**src/sv/frame_page_pool_manager_unit_assert.svh**
```systemverilog
// ----------------------------------------------------------------------------
// Assertion macros for the frame page pool manager
// Clocked, reset-gated property checks used at the end of the top level.
// ----------------------------------------------------------------------------
`ifndef FRAME_PAGE_POOL_MANAGER_UNIT_ASSERT_SVH
`define FRAME_PAGE_POOL_MANAGER_UNIT_ASSERT_SVH

// Same-cycle implication.
`define FPPM_ASSERT_NOW(lbl, clk, rst, ante, cons) \
  lbl: assert property (@(posedge clk) disable iff (rst) (ante) |-> (cons)) \
    else $error("fppm check failed");

// Next-cycle implication.
`define FPPM_ASSERT_NEXT(lbl, clk, rst, ante, cons) \
  lbl: assert property (@(posedge clk) disable iff (rst) (ante) |=> (cons)) \
    else $error("fppm check failed");

`endif

```
**src/sv/fppm_pkg.sv**
```systemverilog
// ----------------------------------------------------------------------------
// Frame page pool manager package
// Field widths, opcodes and fixed constants shared by the design files.
// ----------------------------------------------------------------------------
package fppm_pkg;

  localparam int PAGE_W = 6;
  localparam int OPC_W  = 2;

  typedef logic [OPC_W-1:0]  opcode_t;
  typedef logic [PAGE_W-1:0] page_t;

  localparam opcode_t OP_ALLOC = 2'd0;
  localparam opcode_t OP_LINK  = 2'd1;
  localparam opcode_t OP_DEL4  = 2'd2;

  localparam int DELETE_ORDINAL = 4;
  localparam int ORD_W          = $clog2(DELETE_ORDINAL);

endpackage

```
**src/sv/fppm_if.sv**
```systemverilog
// ----------------------------------------------------------------------------
// Frame page pool manager channels
// Command and response valid/ready channels with their payloads.
// ----------------------------------------------------------------------------
interface fppm_cmd_if;
  import fppm_pkg::*;

  logic    valid;
  logic    ready;
  opcode_t opcode;
  page_t   page_index;
  logic    page_present;

  modport source (output valid, opcode, page_index, page_present, input ready);
  modport sink   (input valid, opcode, page_index, page_present, output ready);
endinterface

interface fppm_rsp_if;
  import fppm_pkg::*;

  logic  valid;
  logic  ready;
  page_t result_page;
  logic  result_present;
  page_t freed_page;
  logic  freed_present;
  logic  error_code;

  modport source (output valid, result_page, result_present, freed_page,
                  freed_present, error_code, input ready);
  modport sink   (input valid, result_page, result_present, freed_page,
                  freed_present, error_code, output ready);
endinterface

```
**src/sv/fppm_ram.sv**
```systemverilog
// ----------------------------------------------------------------------------
// Generic RAM
// One write port, one read port, registered read data.
// ----------------------------------------------------------------------------
module fppm_ram #(
  parameter int WIDTH = 8,
  parameter int DEPTH = 64
) (
  input  logic                     clk,
  input  logic                     we,
  input  logic [$clog2(DEPTH)-1:0] waddr,
  input  logic [WIDTH-1:0]         wdata,
  input  logic [$clog2(DEPTH)-1:0] raddr,
  output logic [WIDTH-1:0]         rdata
);

  logic [WIDTH-1:0] mem [DEPTH];

  always_ff @(posedge clk) begin
    if (we) begin
      mem[waddr] <= wdata;
    end
    rdata <= mem[raddr];
  end

endmodule

```
**src/sv/frame_page_pool_manager_unit.sv**
```systemverilog
// ----------------------------------------------------------------------------
// Frame page pool manager
// Active frame list, quarantined free FIFO and a link-walking sequencer.
// ----------------------------------------------------------------------------
// Usage:
//   cmd carries one operation per beat (allocate, link at head, delete
//   fourth); rsp returns exactly one beat per command with the allocated
//   or following page, the page freed by the command and an error flag.
//   cmd.ready is high only while the sequencer is idle; one command is in
//   flight at a time.
//   Path from command beat to response valid, with rsp free:
//     link or null/unknown command: straight to S_DONE
//     allocate with a drawable page: S_POP_RD, S_POP, then S_DONE
//     allocate with forced eviction: S_WALK over at most POOL_PAGES links
//       (one link followed per cycle through the link RAM), then S_POP_RD,
//       S_POP and S_DONE
//     delete-fourth: S_DEL to the fourth page, S_DEL_FIX, then S_DONE
//   The link walk reads one next pointer per cycle from the link RAM port.
//   Reset clears the list, the FIFO pointers and all link/fill flags at
//   once; no clearing pass. A stalled rsp holds its beat; the next command
//   is accepted and worked on, and its result waits until rsp drains.
// ----------------------------------------------------------------------------
module frame_page_pool_manager_unit #(
  parameter int POOL_PAGES        = 48,
  parameter int DRAWABLE_AT_RESET = 36
) (
  input  logic              clk,
  input  logic              rst,
  fppm_cmd_if.sink          cmd,
  fppm_rsp_if.source        rsp
);
  import fppm_pkg::*;

  localparam int IW  = $clog2(POOL_PAGES);
  localparam int SW  = $clog2(POOL_PAGES + 1);
  localparam int CMX = (POOL_PAGES > DRAWABLE_AT_RESET) ? POOL_PAGES : DRAWABLE_AT_RESET;
  localparam int CW  = $clog2(CMX + 1);

  localparam logic [2:0] S_IDLE    = 3'd0;
  localparam logic [2:0] S_WALK    = 3'd1;
  localparam logic [2:0] S_POP_RD  = 3'd2;
  localparam logic [2:0] S_POP     = 3'd3;
  localparam logic [2:0] S_DEL     = 3'd4;
  localparam logic [2:0] S_DEL_FIX = 3'd5;
  localparam logic [2:0] S_DONE    = 3'd6;

  logic [2:0]            state;
  logic [POOL_PAGES-1:0] link_ok;
  logic [POOL_PAGES-1:0] ring_written;
  logic [IW-1:0]         head;
  logic                  head_ok;
  logic [IW-1:0]         rd_pos;
  logic [IW-1:0]         wr_pos;
  logic [CW-1:0]         drawable;
  logic [IW-1:0]         cur_reg;
  logic [IW-1:0]         prev;
  logic                  use_rdata;
  logic [SW-1:0]         steps;
  logic [ORD_W-1:0]      ord;
  logic                  ring_hit;

  logic [IW-1:0]         pend_res;
  logic                  pend_res_ok;
  logic [IW-1:0]         pend_freed;
  logic                  pend_freed_ok;
  logic                  pend_err;

  logic [IW-1:0]         cur_w;
  logic [IW-1:0]         pidx;
  logic                  pidx_ok;
  logic                  list_we;
  logic [IW-1:0]         list_waddr;
  logic [IW-1:0]         list_wdata;
  logic [IW-1:0]         list_rdata;
  logic                  push;
  logic [IW-1:0]         push_page;
  logic [IW-1:0]         ring_rdata;
  logic [IW-1:0]         pop_page;
  logic [IW-1:0]         wr_pos_next;
  logic [IW-1:0]         rd_pos_next;

  fppm_ram #(.WIDTH(IW), .DEPTH(POOL_PAGES)) u_link_ram (
    .clk   (clk),
    .we    (list_we),
    .waddr (list_waddr),
    .wdata (list_wdata),
    .raddr (cur_w),
    .rdata (list_rdata)
  );

  fppm_ram #(.WIDTH(IW), .DEPTH(POOL_PAGES)) u_ring_ram (
    .clk   (clk),
    .we    (push),
    .waddr (wr_pos),
    .wdata (push_page),
    .raddr (rd_pos),
    .rdata (ring_rdata)
  );

  assign cmd.ready   = (state == S_IDLE);
  assign pidx        = IW'(cmd.page_index);
  assign pidx_ok     = cmd.page_present && (32'(cmd.page_index) < POOL_PAGES);
  assign cur_w       = use_rdata ? list_rdata : cur_reg;
  assign pop_page    = ring_hit ? ring_rdata : rd_pos;
  assign wr_pos_next = (wr_pos == IW'(POOL_PAGES - 1)) ? '0 : wr_pos + 1'b1;
  assign rd_pos_next = (rd_pos == IW'(POOL_PAGES - 1)) ? '0 : rd_pos + 1'b1;

  always_comb begin
    list_we    = 1'b0;
    list_waddr = prev;
    list_wdata = list_rdata;
    push       = 1'b0;
    push_page  = cur_reg;
    case (state)
      S_IDLE: begin
        if (cmd.valid && cmd.opcode == OP_LINK && pidx_ok) begin
          list_we    = 1'b1;
          list_waddr = pidx;
          list_wdata = head;
        end
      end
      S_WALK: begin
        if (steps != SW'(POOL_PAGES) && !link_ok[cur_w] && steps != '0) begin
          push      = 1'b1;
          push_page = cur_w;
        end
      end
      S_DEL_FIX: begin
        list_we = 1'b1;
        push    = 1'b1;
      end
      default: ;
    endcase
  end

  always_ff @(posedge clk) begin
    if (rst) begin
      state        <= S_IDLE;
      link_ok      <= '0;
      ring_written <= '0;
      head         <= '0;
      head_ok      <= 1'b0;
      rd_pos       <= '0;
      wr_pos       <= '0;
      drawable     <= CW'(DRAWABLE_AT_RESET);
      use_rdata    <= 1'b0;
      rsp.valid    <= 1'b0;
    end else begin
      if (rsp.valid && rsp.ready && state != S_DONE) begin
        rsp.valid <= 1'b0;
      end
      if (push) begin
        ring_written[wr_pos] <= 1'b1;
        wr_pos <= wr_pos_next;
        if (drawable < CW'(POOL_PAGES)) begin
          drawable <= drawable + 1'b1;
        end
      end
      case (state)
        S_IDLE: begin
          if (cmd.valid) begin
            pend_res      <= '0;
            pend_res_ok   <= 1'b0;
            pend_freed    <= '0;
            pend_freed_ok <= 1'b0;
            pend_err      <= (cmd.opcode == OP_ALLOC) && (drawable == '0) && !head_ok;
            case (cmd.opcode)
              OP_ALLOC: begin
                if (drawable != '0) begin
                  state <= S_POP_RD;
                end else if (!head_ok) begin
                  state <= S_DONE;
                end else begin
                  cur_reg   <= head;
                  use_rdata <= 1'b0;
                  steps     <= '0;
                  state     <= S_WALK;
                end
              end
              OP_LINK: begin
                if (pidx_ok) begin
                  link_ok[pidx] <= head_ok;
                  head          <= pidx;
                  head_ok       <= 1'b1;
                end
                state <= S_DONE;
              end
              OP_DEL4: begin
                if (pidx_ok) begin
                  cur_reg   <= pidx;
                  use_rdata <= 1'b0;
                  ord       <= '0;
                  state     <= S_DEL;
                end else begin
                  state <= S_DONE;
                end
              end
              default: begin
                state <= S_DONE;
              end
            endcase
          end
        end
        S_WALK: begin
          if (steps == SW'(POOL_PAGES)) begin
            pend_err <= 1'b1;
            state    <= S_DONE;
          end else if (!link_ok[cur_w]) begin
            if (steps != '0) begin
              link_ok[prev] <= 1'b0;
              pend_freed    <= cur_w;
              pend_freed_ok <= 1'b1;
              state         <= S_POP_RD;
            end else begin
              pend_err <= 1'b1;
              state    <= S_DONE;
            end
          end else begin
            prev      <= cur_w;
            use_rdata <= 1'b1;
            steps     <= steps + 1'b1;
          end
        end
        S_POP_RD: begin
          ring_hit <= ring_written[rd_pos];
          state    <= S_POP;
        end
        S_POP: begin
          link_ok[pop_page] <= 1'b0;
          rd_pos            <= rd_pos_next;
          drawable          <= drawable - 1'b1;
          pend_res          <= pop_page;
          pend_res_ok       <= 1'b1;
          state             <= S_DONE;
        end
        S_DEL: begin
          if (ord == ORD_W'(DELETE_ORDINAL - 1)) begin
            cur_reg   <= cur_w;
            use_rdata <= 1'b0;
            state     <= S_DEL_FIX;
          end else if (!link_ok[cur_w]) begin
            state <= S_DONE;
          end else begin
            prev      <= cur_w;
            use_rdata <= 1'b1;
            ord       <= ord + 1'b1;
          end
        end
        S_DEL_FIX: begin
          link_ok[prev] <= link_ok[cur_reg];
          pend_freed    <= cur_reg;
          pend_freed_ok <= 1'b1;
          if (link_ok[cur_reg]) begin
            pend_res    <= list_rdata;
            pend_res_ok <= 1'b1;
          end
          state <= S_DONE;
        end
        S_DONE: begin
          if (!rsp.valid || rsp.ready) begin
            rsp.valid          <= 1'b1;
            rsp.result_page    <= PAGE_W'(pend_res);
            rsp.result_present <= pend_res_ok;
            rsp.freed_page     <= PAGE_W'(pend_freed);
            rsp.freed_present  <= pend_freed_ok;
            rsp.error_code     <= pend_err;
            state              <= S_IDLE;
          end
        end
        default: begin
          state <= S_IDLE;
        end
      endcase
    end
  end

  `include "frame_page_pool_manager_unit_assert.svh"

  // a pop never runs on an empty drawable count
  `FPPM_ASSERT_NOW(a_pop_has_page, clk, rst, state == S_POP, drawable != '0)
  // an error beat carries no page
  `FPPM_ASSERT_NOW(a_err_no_page, clk, rst, rsp.valid && rsp.error_code,
                   !rsp.result_present && !rsp.freed_present)
  // an accepted command always starts work
  `FPPM_ASSERT_NEXT(a_cmd_starts, clk, rst, cmd.valid && cmd.ready, state != S_IDLE)

endmodule

```
**src/flat_wrapper.sv**
```systemverilog
// flat-port wrapper written by rule: the top's interface ports become plain ports
module frame_page_pool_manager_unit_flat import fppm_pkg::*;
#(
  parameter int POOL_PAGES        = 48,
  parameter int DRAWABLE_AT_RESET = 36
)
  (clk, rst, cmd_valid, cmd_opcode, cmd_page_index, cmd_page_present, cmd_ready, rsp_valid, rsp_result_page, rsp_result_present, rsp_freed_page, rsp_freed_present, rsp_error_code, rsp_ready);
  fppm_cmd_if cmd_i ();
  fppm_rsp_if rsp_i ();
  input  logic clk;
  input  logic rst;
  input wire logic [$bits(cmd_i.valid)-1:0] cmd_valid;
  input wire logic [$bits(cmd_i.opcode)-1:0] cmd_opcode;
  input wire logic [$bits(cmd_i.page_index)-1:0] cmd_page_index;
  input wire logic [$bits(cmd_i.page_present)-1:0] cmd_page_present;
  output wire logic [$bits(cmd_i.ready)-1:0] cmd_ready;
  output wire logic [$bits(rsp_i.valid)-1:0] rsp_valid;
  output wire logic [$bits(rsp_i.result_page)-1:0] rsp_result_page;
  output wire logic [$bits(rsp_i.result_present)-1:0] rsp_result_present;
  output wire logic [$bits(rsp_i.freed_page)-1:0] rsp_freed_page;
  output wire logic [$bits(rsp_i.freed_present)-1:0] rsp_freed_present;
  output wire logic [$bits(rsp_i.error_code)-1:0] rsp_error_code;
  input wire logic [$bits(rsp_i.ready)-1:0] rsp_ready;
  assign cmd_i.valid = cmd_valid;
  assign cmd_i.opcode = cmd_opcode;
  assign cmd_i.page_index = cmd_page_index;
  assign cmd_i.page_present = cmd_page_present;
  assign cmd_ready = cmd_i.ready;
  assign rsp_valid = rsp_i.valid;
  assign rsp_result_page = rsp_i.result_page;
  assign rsp_result_present = rsp_i.result_present;
  assign rsp_freed_page = rsp_i.freed_page;
  assign rsp_freed_present = rsp_i.freed_present;
  assign rsp_error_code = rsp_i.error_code;
  assign rsp_i.ready = rsp_ready;
  frame_page_pool_manager_unit #(.POOL_PAGES(POOL_PAGES), .DRAWABLE_AT_RESET(DRAWABLE_AT_RESET)) u_core (.clk(clk), .rst(rst), .cmd(cmd_i), .rsp(rsp_i));
endmodule
```
**config.mk**
```make
export PLATFORM = sky130hd
export DESIGN_NAME = frame_page_pool_manager_unit_flat
export DESIGN_NICKNAME = d
export VERILOG_FILES = /design/src/sv/fppm_pkg.sv /design/src/sv/fppm_if.sv /design/src/sv/fppm_ram.sv /design/src/sv/frame_page_pool_manager_unit.sv /design/src/flat_wrapper.sv
export VERILOG_INCLUDE_DIRS = /design/src /design/src/sv
export SDC_FILE = /design/constraint.sdc
export NUM_CORES = 1
export LEC_CHECK = 0
export BUFFER_PORTS_ARGS = -buffer_cell sky130_fd_sc_hd__buf_2
export CORE_MARGIN = 1
export CORE_UTILIZATION = 28
export CTS_CLUSTER_DIAMETER = 200
export CTS_CLUSTER_SIZE = 8
export DETAILED_ROUTE_END_ITERATION = 10
export PLACE_DENSITY = 0.41
export SYNTH_ARGS = -nofsm -noshare
export SYNTH_HDL_FRONTEND = slang
export SYNTH_SLANG_ARGS = --single-unit
```
**constraint.sdc**
```tcl
create_clock -name clk -period 6.2 [get_ports clk]
set_input_delay 0 -clock clk [delete_from_list [all_inputs] [get_ports clk]]
set_output_delay 0 -clock clk [all_outputs]
set_load 0.005 [all_outputs]
```
==> summary.md <==
| Metric | Value |
|---|---|
| Max_slew headroom | 12.5% |
| Final WL | 117 mm |
| Avg Synthesized Cell Area | 12.0 sq um |
| Dpl hpwl | 75.0 mm |
| Yosys cell types | 80 |
| Detailed Route Iter0 Violations | 2570 |
| Max-slew violation count | 0 |
| Syn. warnings | 0 |
| Crit share post-route | between 70% and 80% |
| Worst vdd ir | 234 uV |
| Core area | around 120000 sq um |
| Worst R2R Start | u_core.cur_reg[1]$_DFFE_PP_ |
| Post-CTS Resized | 0 |
| Largest stage delay on the critical path | 0.83 ns |
| Origin of the worst setup path | u_core.cur_reg[1]$_DFFE_PP_ |
| Boundary pin count | 30 |
| Number of global-route vias before repair | 25.0k |
| Die ar. | between 100000 and 150000 sq um |
| Die height | 356 microns |
| Initial antenna violation count | 4 |
| Crit path required time | 6.48 ns |
| CP top delay family | simple AND/OR/NAND/NOR gates |
| Worst min path class | in2reg |
| Post-Syn Instances | 2934 |
| Unrepaired setup endpoints after global routing | false |
| Fin Setup TNS | 0 ns |
| Crit end category | register |
| Detail Route Antenna Nets | 0 |
| First-pass GRT wire length | 173 mm |
| Fin crit period | 4.71 ns |
| Hold Crit Start | cmd_opcode[0] |
| Routability cong. | 0.940 |
| Switching part of the total power | 31.9% |
| Gr ovfl total | 0 |
| Register area share after synthesis | 61.4% |
| Clk buf depth | 3 |
| CTS Root Cell | clkbuf_16 |
| I/O Buffers | 29 |
| Clock group share of total power | between 30% and 40% |
| FMAX | 212 MHz |
| Setup Crit Path Kind | reg2reg |
| First-pass DRT Iterations | 8 |
| WL/cell | 25.3 microns |
| Layout cells sized above 1 | between 10% and 20% |
| Sequential share of power | 43.4% |
| Number of enable flip-flop cells after synthesis | 627 |
| Die Span X | roughly 360 microns |
| CP Launch Type | register |
| Register bit total from synthesis | 765 |
| Crit path DAT | 4.99 ns |
| Worst slew pin tran | 1.31 ns |
| Internal | 10.1 mW |
| Largest net degree at the start of global routing | 89 |
| Residual DRC | 0 |
| H-tree levels | 3 |
| Buf/Inv on CP | 2 |
| # rows | approximately 130 |
| Psw | 4.75 mW |
| TritonCTS clock tree | yes |
| Status | completed |
| Primary FF master, synth | edfxtp_1 |
| Nets@finish | 2934 |
| Final core utilization | 32.3% |
| Mapped Nets | 2957 |
| Crit path max fanout | 23 |
| Leakage power | 12.3 nW |
| Post-Synthesis Cell Area | 35200 sq um |
| Comb pwr share | between 20% and 30% |
| Layout area overhead | 14.2% |
| Worst-path clk slew | 0.06 ns |
| Async set-reset flop share out of synthesis | 0% |
| Filler cell count | 12.3k |
| Num CTS Buffers | 105 |
| Power density cells | 371 nW/um^2 |
| Clock Latency Late Sink | 0.68 ns |
| Final Hold Fails | 0 |
| CP max-delay cell | nor3_1 |
| Vias | 25.2k |
| Crit-path cells | mux2i_4 > inv_4 > mux4_2 > nand2_1 > o221ai_1 > or4_4 > a21oi_4 > buf_4 > o211ai_4 > nor3_1 |
| Top flop regs | u_core.u_link_ram.mem x288, u_core.u_ring_ram.mem x288, u_core.ring_written x48 |
| Total GRT Usage | 18.2% |
| Max Cap Violations | 0 |
| Initial Utilization | between 20% and 30% |
| Vias per cell | 5.48 |
| Setup-failing EPs final | 0 |
| Sink Count | 765 |
| Worst Skew | 0.0254 ns |
==> stage by stage <==
step           hold slack [ns]  power, mW  std cells  cell area [sq um]  setup slack, ns
2_1_floorplan            0.219       8.36       2934              35200             1.40
3_3_place_gp             0.365       9.69       4429              37100             1.61
3_5_place_dp             0.372       9.71       4429              37100             1.52
4_1_cts                 0.0478       15.1       4598              40100             1.51
5_1_grt                  0.144       15.5       4598              40100             1.21
6_report                 0.111       14.9       4599              40100             1.49
==> path summary, 6_finish.rpt <==
path,cells after the start,slack [ns],end
max,10,1.49,u_core.u_ring_ram.mem[36][2]$_DFFE_PP_
min,6,0.11,u_core.state[1]$_SDFFE_PP0P_
max reg2reg,10,1.49,u_core.u_ring_ram.mem[36][2]$_DFFE_PP_
min reg2reg,0,0.43,u_core.rsp.result_present$_DFFE_PP_
==> final cells by class <==
type | instances | area (sq um) | share of cell area, %
Antenna cell | 1 | 2.50 | 0.00623
Sequential cell | 765 | 21600 | 53.8
Clock buffer | 152 | 2850 | 7.09
Inverter | 31 | 119 | 0.296
Multi-Input combinational cell | 1905 | 12700 | 31.6
Clock inverter | 5 | 76.3 | 0.190
Tap cell | 1637 | 2050 | 5.10
Timing Repair Buffer | 103 | 746 | 1.86
==> metal layers <==
| metal | share of wire, % | track usage (%) | vias up |
|---|---|---|---|
| li1 | - | - | 11159 |
| met3 | 5.8 | 2.77 | 216 |
| met5 | 0.015 | 0 | - |
| met1 | 44 | 25.0 | 12840 |
| met2 | 47 | 29.3 | 976 |
| met4 | 3.1 | 5.84 | 2 |
==> Yosys cell counts, drive strengths merged, types with 6 or more instances <==
library cell  count  area [sq um]
a22oi            10          75.1
nand2           550          2060
nor3b             6          45.0
o22ai             8          50.1
dfxtp           138          2760
and2             14          87.6
a211oi           48           360
and3             46           288
nor2            204           766
xnor2             6          52.6
nand2b           28           175
or3               7          43.8
nor2b            17           106
a311oi           82           718
o21a             20           150
o2111ai          26           234
mux2i            44           457
a21oi           136           714
o211ai            7          80.1
nand3           124           621
buf              64           295
o21ai            73           365
nand4            10          62.6
a221oi           23           201
clkbuf          169           637
nor3             64           320
edfxtp          627         18800
nor4              6          37.5
inv              27           101
mux4            116          2610
ha                9           113
o2bb2ai          50           438
a31oi            98           613
or2               7          43.8
==> timing repair <==
action                                 4_1_cts  5_1_grt
endpoints found under the hold margin       64        0
setup endpoints to repair                    0        0
setup buffers                                0        0
hold buffers                                12        0
==> cell usage in the layout, fill, tap and decap left out, drive strengths merged, types with 44 or more instances in the layout <==
master	n
a211oi	48
a21oi	136
a311oi	82
a31oi	98
and3	46
buf	91
clkbuf	152
dfxtp	138
edfxtp	627
mux2i	44
mux4	116
nand2	550
nand3	124
nor2	204
nor3	64
o21ai	73
o2bb2ai	50
==> cell families after synthesis <==
logic type,synth area share (%)
and+or+nand+nor,13.6
DFF,61.4
AOI/OAI and AO/OA,12.5
buffers and inverters,2.98
muxes,8.86
xor gates and xnor gates,0.249
adders and majority gates,0.377
==> power groups by stage <==
stage                     clock network, mW  registers, mW  logic, mW
final                                  5.29           6.46       3.15
after CTS                              5.43           6.45       3.17
after floorplan                           0           6.41       1.95
after global routing                   5.61           6.47       3.42
after detailed placement                  0           6.55       3.16
after global placement                    0           6.55       3.13
==> worst reg2reg max path: cells and delay by family (launching register included) <==
kind                   cells  cell delay (ns)
buffers and inverters      2             0.57
AO/OA/AOI/OAI              3             0.68
multiplexers               2             0.86
flip-flops                 1             0.69
AND/OR/NAND/NOR            3             1.51
Note: power is estimated with default switching activity, not from simulation.
